`config.mk`:
```
export PLATFORM = sky130hd
export DESIGN_NAME = lattice_hash_noise
export DESIGN_NICKNAME = d
export VERILOG_FILES = /design/src/rtl/lhn_pkg.sv /design/src/rtl/lattice_hash_noise.sv /design/src/rtl/lhn_seq.sv /design/src/rtl/lhn_hash.sv /design/src/rtl/lhn_acc.sv
export SDC_FILE = /design/constraint.sdc
export NUM_CORES = 2
export LEC_CHECK = 0
export ABC_AREA = 0
export BUFFER_PORTS_ARGS = -buffer_cell sky130_fd_sc_hd__buf_2
export CAP_MARGIN = 20
export CELL_PAD_IN_SITES_DETAIL_PLACEMENT = 1
export CELL_PAD_IN_SITES_GLOBAL_PLACEMENT = 2
export CORE_ASPECT_RATIO = 1.25
export CORE_MARGIN = 2
export CORE_UTILIZATION = 45
export CTS_CLUSTER_SIZE = 16
export DETAILED_ROUTE_END_ITERATION = 8
export PLACE_DENSITY = 0.95
export SETUP_SLACK_MARGIN = 0.1
export SYNTH_ARGS = -nofsm -noshare
export SYNTH_HDL_FRONTEND = slang
export SYNTH_SLANG_ARGS = --single-unit
```
`constraint.sdc`:
```
create_clock -name clk_i -period 23.9 [get_ports clk_i]
set_input_delay 4.78 -clock clk_i [delete_from_list [all_inputs] [get_ports clk_i]]
set_output_delay 4.78 -clock clk_i [all_outputs]
set_load 0.005 [all_outputs]
```
`src/rtl/lhn_pkg.sv`:
```
`timescale 1ns / 1ps
package lhn_pkg;
  localparam int unsigned CoordW = 32;
  localparam int unsigned NumerW = 38;
  localparam int unsigned ScaleW = 7;
  localparam int unsigned CmdW   = 3;

  localparam logic [CmdW-1:0] CmdRaw1d    = 3'd0;
  localparam logic [CmdW-1:0] CmdRaw2d    = 3'd1;
  localparam logic [CmdW-1:0] CmdRaw3d    = 3'd2;
  localparam logic [CmdW-1:0] CmdRaw4d    = 3'd3;
  localparam logic [CmdW-1:0] CmdSmooth1d = 3'd4;
  localparam logic [CmdW-1:0] CmdSmooth2d = 3'd5;
  localparam logic [CmdW-1:0] CmdSmooth3p = 3'd6;
  localparam logic [CmdW-1:0] CmdSmooth3f = 3'd7;

  // tag that travels with each lattice point through the hash pipe
  typedef struct packed {
    logic       first;
    logic       last;
    logic [3:0] weight;
    logic [6:0] scale;
  } pt_tag_t;

  function automatic logic [6:0] scale_of(input logic [CmdW-1:0] cmd);
    case (cmd)
      CmdSmooth1d:              scale_of = 7'd4;
      CmdSmooth2d, CmdSmooth3p: scale_of = 7'd16;
      CmdSmooth3f:              scale_of = 7'd96;
      default:                  scale_of = 7'd1;
    endcase
  endfunction
endpackage

```
`src/rtl/lattice_hash_noise.sv`:
```
`timescale 1ns / 1ps
// Lattice value-noise hash. Input channel: command and x/y/z/w coordinates
// under valid_i/ready_o; output: noise_numerator and noise_scale under
// valid_o/ready_i. numerator / (scale * 2^30) is the noise value.
// Each transaction is walked point by point through one pipelined hash unit
// that takes one lattice point per cycle unless the output stalls: raw modes
// walk 1 point, smooth 1D 3, smooth 2D/planar 9, full 3D 27 per transaction.
// The last point passes the hash stages and the product register to valid_o.
// Transactions overlap in the pipe; the next one enters right behind.
// A stalled output freezes the whole pipe, nothing is lost or repeated.
// Reset clears all valid bits; points are taken right after reset, ready_o on a last point.
module lattice_hash_noise
  import lhn_pkg::*;
(
  input  logic                     clk_i,
  input  logic                     rst_ni,
  input  logic                     valid_i,
  output logic                     ready_o,
  input  logic [CmdW-1:0]          command_i,
  input  logic signed [CoordW-1:0] x_coord_i,
  input  logic signed [CoordW-1:0] y_coord_i,
  input  logic signed [CoordW-1:0] z_coord_i,
  input  logic signed [CoordW-1:0] w_coord_i,
  output logic                     valid_o,
  input  logic                     ready_i,
  output logic signed [NumerW-1:0] noise_numerator_o,
  output logic [ScaleW-1:0]        noise_scale_o
);
  logic               adv, pv, hv;
  logic [CoordW-1:0]  mix;
  pt_tag_t            ptag, htag;
  logic signed [31:0] raw;
  logic [NumerW-1:0]  num;

  lhn_seq u_seq (
    .clk_i, .rst_ni, .valid_i, .ready_o, .command_i,
    .x_coord_i, .y_coord_i, .z_coord_i, .w_coord_i,
    .adv_i(adv), .pt_valid_o(pv), .mix_o(mix), .tag_o(ptag)
  );

  lhn_hash u_hash (
    .clk_i, .rst_ni, .adv_i(adv), .valid_i(pv), .mix_i(mix), .tag_i(ptag),
    .valid_o(hv), .raw_o(raw), .tag_o(htag)
  );

  lhn_acc u_acc (
    .clk_i, .rst_ni, .valid_i(hv), .raw_i(raw), .tag_i(htag), .adv_o(adv),
    .valid_o, .ready_i, .noise_numerator_o(num), .noise_scale_o
  );

  assign noise_numerator_o = $signed(num);
endmodule

```
`src/rtl/lhn_seq.sv`:
```
`timescale 1ns / 1ps
// Walks the neighbor points of one transaction, one point per cycle while adv_i is high.
module lhn_seq
  import lhn_pkg::*;
(
  input  logic               clk_i,
  input  logic               rst_ni,
  input  logic               valid_i,
  output logic               ready_o,
  input  logic [CmdW-1:0]    command_i,
  input  logic [CoordW-1:0]  x_coord_i,
  input  logic [CoordW-1:0]  y_coord_i,
  input  logic [CoordW-1:0]  z_coord_i,
  input  logic [CoordW-1:0]  w_coord_i,
  input  logic               adv_i,
  output logic               pt_valid_o,
  output logic [CoordW-1:0]  mix_o,
  output pt_tag_t            tag_o
);
  logic [1:0] cx_q, cx_d, cy_q, cy_d, cz_q, cz_d;
  logic [1:0] dx, dy, dz;
  logic [1:0] nz;
  logic [CoordW-1:0] px, py, pz, pw;
  logic       last;

  // one counter per axis, offset digit 1 = center
  always_comb begin
    dx = 2'd1;
    dy = 2'd1;
    dz = 2'd1;
    last = 1'b1;
    case (command_i)
      CmdSmooth1d: begin
        dx = cx_q;
        last = (cx_q == 2'd2);
      end
      CmdSmooth2d, CmdSmooth3p: begin
        dx = cx_q;
        dy = cy_q;
        last = (cx_q == 2'd2) && (cy_q == 2'd2);
      end
      CmdSmooth3f: begin
        dx = cx_q;
        dy = cy_q;
        dz = cz_q;
        last = (cx_q == 2'd2) && (cy_q == 2'd2) && (cz_q == 2'd2);
      end
      default: ;
    endcase
  end

  always_comb begin
    px = x_coord_i + CoordW'(dx) - CoordW'(1);
    py = '0;
    pz = '0;
    pw = '0;
    case (command_i)
      CmdRaw1d, CmdSmooth1d: ;
      CmdRaw2d, CmdSmooth2d: py = y_coord_i + CoordW'(dy) - CoordW'(1);
      CmdSmooth3p: begin
        py = y_coord_i + CoordW'(dy) - CoordW'(1);
        pz = z_coord_i;
      end
      CmdRaw4d: begin
        py = y_coord_i;
        pz = z_coord_i;
        pw = w_coord_i;
      end
      default: begin
        py = y_coord_i + CoordW'(dy) - CoordW'(1);
        pz = z_coord_i + CoordW'(dz) - CoordW'(1);
      end
    endcase
  end

  always_comb begin
    nz = 2'((dx != 2'd1)) + 2'((dy != 2'd1)) + 2'((dz != 2'd1));
    tag_o.first  = (cx_q == 2'd0) && (cy_q == 2'd0) && (cz_q == 2'd0);
    tag_o.last   = last;
    tag_o.scale  = scale_of(command_i);
    case (command_i)
      CmdSmooth1d: tag_o.weight = (nz == 2'd0) ? 4'd2 : 4'd1;
      CmdSmooth2d, CmdSmooth3p:
        tag_o.weight = (nz == 2'd0) ? 4'd4 : ((nz == 2'd1) ? 4'd2 : 4'd1);
      CmdSmooth3f:
        tag_o.weight = (nz == 2'd0) ? 4'd12 : ((nz == 2'd1) ? 4'd4 : 4'd3);
      default: tag_o.weight = 4'd1;
    endcase
  end

  // point mix feeds stage 1 of the hash
  assign mix_o = px + 32'd57 * py + 32'd131 * pz + 32'd323 * pw;
  assign pt_valid_o = valid_i;
  assign ready_o = adv_i && last;

  always_comb begin
    cx_d = cx_q;
    cy_d = cy_q;
    cz_d = cz_q;
    if (valid_i && adv_i) begin
      if (last) begin
        cx_d = 2'd0;
        cy_d = 2'd0;
        cz_d = 2'd0;
      end else if (cx_q != 2'd2) begin
        cx_d = cx_q + 2'd1;
      end else begin
        cx_d = 2'd0;
        if (cy_q != 2'd2) begin
          cy_d = cy_q + 2'd1;
        end else begin
          cy_d = 2'd0;
          cz_d = cz_q + 2'd1;
        end
      end
    end
  end

  always_ff @(posedge clk_i or negedge rst_ni) begin
    if (!rst_ni) begin
      cx_q <= '0;
      cy_q <= '0;
      cz_q <= '0;
    end else begin
      cx_q <= cx_d;
      cy_q <= cy_d;
      cz_q <= cz_d;
    end
  end
endmodule

```
`src/rtl/lhn_hash.sv`:
```
`timescale 1ns / 1ps
// Pipelined hash: h = n*(n*n*15731+789221)+1376312589 after n ^= n<<13.
module lhn_hash
  import lhn_pkg::*;
(
  input  logic              clk_i,
  input  logic              rst_ni,
  input  logic              adv_i,
  input  logic              valid_i,
  input  logic [CoordW-1:0] mix_i,
  input  pt_tag_t           tag_i,
  output logic              valid_o,
  output logic signed [31:0] raw_o,
  output pt_tag_t           tag_o
);
  logic [3:0]        v_q;
  logic [31:0]       n1_q, n2_q, n3_q, sq_q, in_q;
  logic [31:0]       h_q;
  pt_tag_t           t1_q, t2_q, t3_q, t4_q;

  always_ff @(posedge clk_i or negedge rst_ni) begin
    if (!rst_ni) v_q <= '0;
    else if (adv_i) v_q <= {v_q[2:0], valid_i};
  end

  always_ff @(posedge clk_i) begin
    if (adv_i) begin
      n1_q <= (mix_i << 13) ^ mix_i;
      t1_q <= tag_i;
      sq_q <= n1_q * n1_q;
      n2_q <= n1_q;
      t2_q <= t1_q;
      in_q <= sq_q * 32'd15731 + 32'd789221;
      n3_q <= n2_q;
      t3_q <= t2_q;
      h_q  <= n3_q * in_q + 32'd1376312589;
      t4_q <= t3_q;
    end
  end

  assign valid_o = v_q[3];
  assign raw_o = 32'sh4000_0000 - $signed({1'b0, h_q[30:0]});
  assign tag_o = t4_q;
endmodule

```
`src/rtl/lhn_acc.sv`:
```
`timescale 1ns / 1ps
// Weighted accumulation with an output register.
module lhn_acc
  import lhn_pkg::*;
(
  input  logic               clk_i,
  input  logic               rst_ni,
  input  logic               valid_i,
  input  logic signed [31:0] raw_i,
  input  pt_tag_t            tag_i,
  output logic               adv_o,
  output logic               valid_o,
  input  logic               ready_i,
  output logic [NumerW-1:0]  noise_numerator_o,
  output logic [ScaleW-1:0]  noise_scale_o
);
  logic               pv_q;
  logic signed [35:0] prod_q;
  pt_tag_t            pt_q;
  logic signed [NumerW-1:0] acc_q, acc_d;
  logic               ov_q;
  logic [NumerW-1:0]  num_q;
  logic [ScaleW-1:0]  sc_q;

  // stall whole pipe only when a finished sum cannot be unloaded
  assign adv_o = !(ov_q && !ready_i);
  assign acc_d = (pt_q.first ? '0 : acc_q) + NumerW'(prod_q);

  always_ff @(posedge clk_i or negedge rst_ni) begin
    if (!rst_ni) begin
      pv_q <= 1'b0;
      ov_q <= 1'b0;
    end else if (adv_o) begin
      pv_q <= valid_i;
      ov_q <= pv_q && pt_q.last;
    end
  end

  always_ff @(posedge clk_i) begin
    if (adv_o) begin
      prod_q <= raw_i * $signed({1'b0, tag_i.weight});
      pt_q <= tag_i;
      if (pv_q) begin
        acc_q <= acc_d;
        if (pt_q.last) begin
          num_q <= acc_d;
          sc_q  <= pt_q.scale;
        end
      end
    end
  end

  assign valid_o = ov_q;
  assign noise_numerator_o = num_q;
  assign noise_scale_o = sc_q;

  a_scale: assert property (@(posedge clk_i) disable iff (!rst_ni)
    valid_o |-> (noise_scale_o == 7'd1 || noise_scale_o == 7'd4 ||
                 noise_scale_o == 7'd16 || noise_scale_o == 7'd96))
    else $error("bad scale");
  a_hold: assert property (@(posedge clk_i) disable iff (!rst_ni)
    (valid_o && !ready_i) |=> (valid_o && $stable(noise_numerator_o)))
    else $error("output dropped");
  a_stall: assert property (@(posedge clk_i) disable iff (!rst_ni)
    !adv_o |=> $stable(pt_q))
    else $error("pipe moved in stall");
endmodule

```
==> out/summary.txt <==
Outcome = complete, no violations
TNS Setup = 0 ns
CP max-delay cell = fa_1
Number of synthesized flops with an enable pin = 345
Hold wc startpoint = u_hash.n2_q[3]$_DFFE_PN_
# IOs = 182
Final GP Congestion = 0.8818
Largest net degree at the start of global routing = 85
WP data arrival = 15.09 ns
Dominant synthesized flop cell = edfxtp_1
Area contributors post-synth = fa_1 (36%), edfxtp_1 (16%), ha_1 (15%)
WS Path Type = primary input to flip-flop
Warnings from Yosys = 0
Post-synthesis sequential area ratio = 16.07%
Final ANT Viol Nets = 0
WP buf/inv = 6
Slew Viols, Final = 0
R2R Setup Slk = 13.54 ns
Max-Cap Viols = 0
Clk slew on worst S/H paths = 0.06 ns
Post-CTS setup buffers = 0
Flops & latches, synth = 357
Yosys top cell area share = 35.70%
Die area = 150500 µm²
Met3 Wirelength = 5627 µm
CTS Buffer Depth = 3
Syn Area/Cell = 9.873 µm²
Final hold violation count = 0
Met2 wire length = 97980 µm
Vias in the first global route = 55110
TritonCTS buffer count = 41
First-pass GRT wire length = 287300 µm
Synth-to-layout area growth = 6.907%
Root buf cell = clkbuf_16
Worst Setup End Kind = flip-flop
CORE AREA = 146300 µm²
Port bufs = 175
CTS tree = yes
Register-to-Register Path Depth = 42
Fillers = 16430
# resized after CTS = 0
Final layout net count = 8977
Inst Count DP = 8703
HPWL Detailed = 147100 µm
Min-Delay Endpoint = u_hash.n3_q[3]$_DFFE_PN_
Fmax = 67.57 MHz
Slowest Stage Delay on Critical Path = 0.56 ns
First drt pass iteration count = 5
FFs w/ async S/R, synth = 3.361%
All-Layer GR Usage = 24.26%
Part of the cycle the worst path needs = 61.92%
Initial antenna violation count = 3
Post-CTS Hold Buffers = 0
Share of post-route cells with drive strength above 1 = 4.976%
Final Critical Period = 14.80 ns
Post-synth top area cell = fa_1
CTS sink count = 357
Die Wd = 347.4 µm
Count leader, synth = inv_1
Slew HR = 28.78%
Vias/cell = 5.260
Distinct cells, synth = 80
Insertion delay to the later sink of the worst-skew pair = 0.61 ns
Critical path required time = 24.20 ns
DRC errors left = 0
Delay-heaviest family, CP = adder cells
Gr ovfl total = 0
Routed len/inst = 20.08 µm
Total Wirelength = 176300 µm
Drt initial violations = 1794
CP Max Fanout = 15
RSZ-0062 raised after global routing = no
Total number of vias = 46200
Worst R2R Start = u_seq.cy_q[1]$_DFFE_PN0P_
Setup crit start = command_i[1]
Clk_skew = 0.04232 ns
Max layer used = met5
Initial core utilization = 45.33%
Setup violators final = 0
CP startpoint kind = primary input
Slew @ Worst Pin = 1.068 ns
WL met1 = 64880 µm
Row Count = 157
Worst Hold Path Cells = 0
HP Class = flip-flop to flip-flop
Reg2reg end = u_hash.n1_q[30]$_DFFE_PN_
Layout Cells excl Fill = 8783
Max H-tree Level = 2
Die span in y = 433.3 µm
Post-synth top cells = inv_1 (1780), fa_1 (1183), ha_1 (818)
Synth Cell Area = 66330 µm²
Synth Instances = 6719
Top cell by count, worst path = fa_1
state kept, by name (all words and copies together), names as in the netlist:
signal and flops:
u_hash.v_q 4, u_seq.cx_q 2, u_hash.n1_q 31, u_acc.noise_numerator_o 38, u_acc.prod_q 36, u_acc.noise_scale_o 4
u_acc.pv_q 1, u_hash.h_q 31, u_hash.t3_q 10, u_seq.cz_q 2, u_hash.n3_q 31, u_hash.n2_q 30
u_hash.in_q 30, u_hash.sq_q 30, u_hash.t2_q 10, u_acc.acc_q 38, u_hash.t1_q 10, u_acc.pt_q 6
u_acc.valid_o 1, u_hash.tag_o 10, u_seq.cy_q 2
stage by stage:
step	util, %	instance area (µm²)	hold slack (ns)	setup WS [ns]
after floorplan	-	66350	0.4003	6.195
after global placement	47.46	69450	0.4004	8.677
after detailed placement	47.46	69450	0.4052	8.542
after CTS	48.41	70850	0.4027	9.116
after global routing	48.46	70910	0.4058	8.572
final	48.46	70920	0.4078	9.101
routing by layer:
layer,global-route usage [%],up-vias
li1,-,20740
met3,2.036,440
met1,26.62,24080
met4,10.10,2
met5,0,-
met2,47.49,947
cells by family after synthesis:
kind of cell | share of synthesized area, %
xor gates and xnor gates | 5.487
AOI/OAI and AO/OA | 6.270
and+or+nand+nor | 9.942
DFF | 16.07
other | 0.01132
buffers and inverters | 11.01
muxes | 0.08299
adders and majority gates | 51.13
final cells by class:
| cell class | instances | area, µm² | share of cell area [%] |
|---|---|---|---|
| repair buffers | 236 | 1374 | 1.937 |
| inverters | 1781 | 6685 | 9.427 |
| clock inverters | 31 | 352.8 | 0.4975 |
| clock buffers | 44 | 1047 | 1.477 |
| multi-input cells | 4424 | 48410 | 68.26 |
| well taps | 1908 | 2387 | 3.366 |
| flip-flops and latches | 357 | 10660 | 15.03 |
| diodes | 2 | 5.005 | 0.007057 |
worst max-delay path by stage:
stage | slack, ns | end | cells past startpoint
2_1_floorplan | 6.19 | ready_o | 3
3_3_place_gp | 8.68 | u_hash.n1_q[30]$_DFFE_PN_ | 44
3_5_place_dp | 8.54 | u_hash.n1_q[30]$_DFFE_PN_ | 44
4_1_cts | 9.12 | u_hash.n1_q[30]$_DFFE_PN_ | 44
5_1_grt | 8.57 | u_hash.n1_q[30]$_DFFE_PN_ | 45
6_report | 9.10 | u_hash.n1_q[30]$_DFFE_PN_ | 44
layout by cell type (no fill, tap or decap), drive strengths merged, types with 43 or more instances in the layout:
| cell type | n |
|---|---|
| inv | 1785 |
| fa | 1183 |
| ha | 818 |
| nand2 | 606 |
| and2 | 363 |
| edfxtp | 345 |
| xnor2 | 308 |
| buf | 236 |
| a21oi | 199 |
| nor2 | 152 |
| o21ai | 114 |
| xor2 | 105 |
| a21o | 98 |
| nor2b | 69 |
| clkbuf | 44 |
| o21bai | 43 |
worst register-to-register path, delay by kind of cell (launching register included):
family	cells	cell delay [ns]
adder cells (fa/ha/maj)	11	4.42
AO/OA/AOI/OAI	16	3.18
XOR/XNOR	5	1.13
AND/OR/NAND/NOR	5	0.72
flip-flops	1	0.42
buffers and inverters	5	0.24
Power is not shown: default switching activity piles up to over one toggle a cycle in this logic, so the estimate is an artifact.
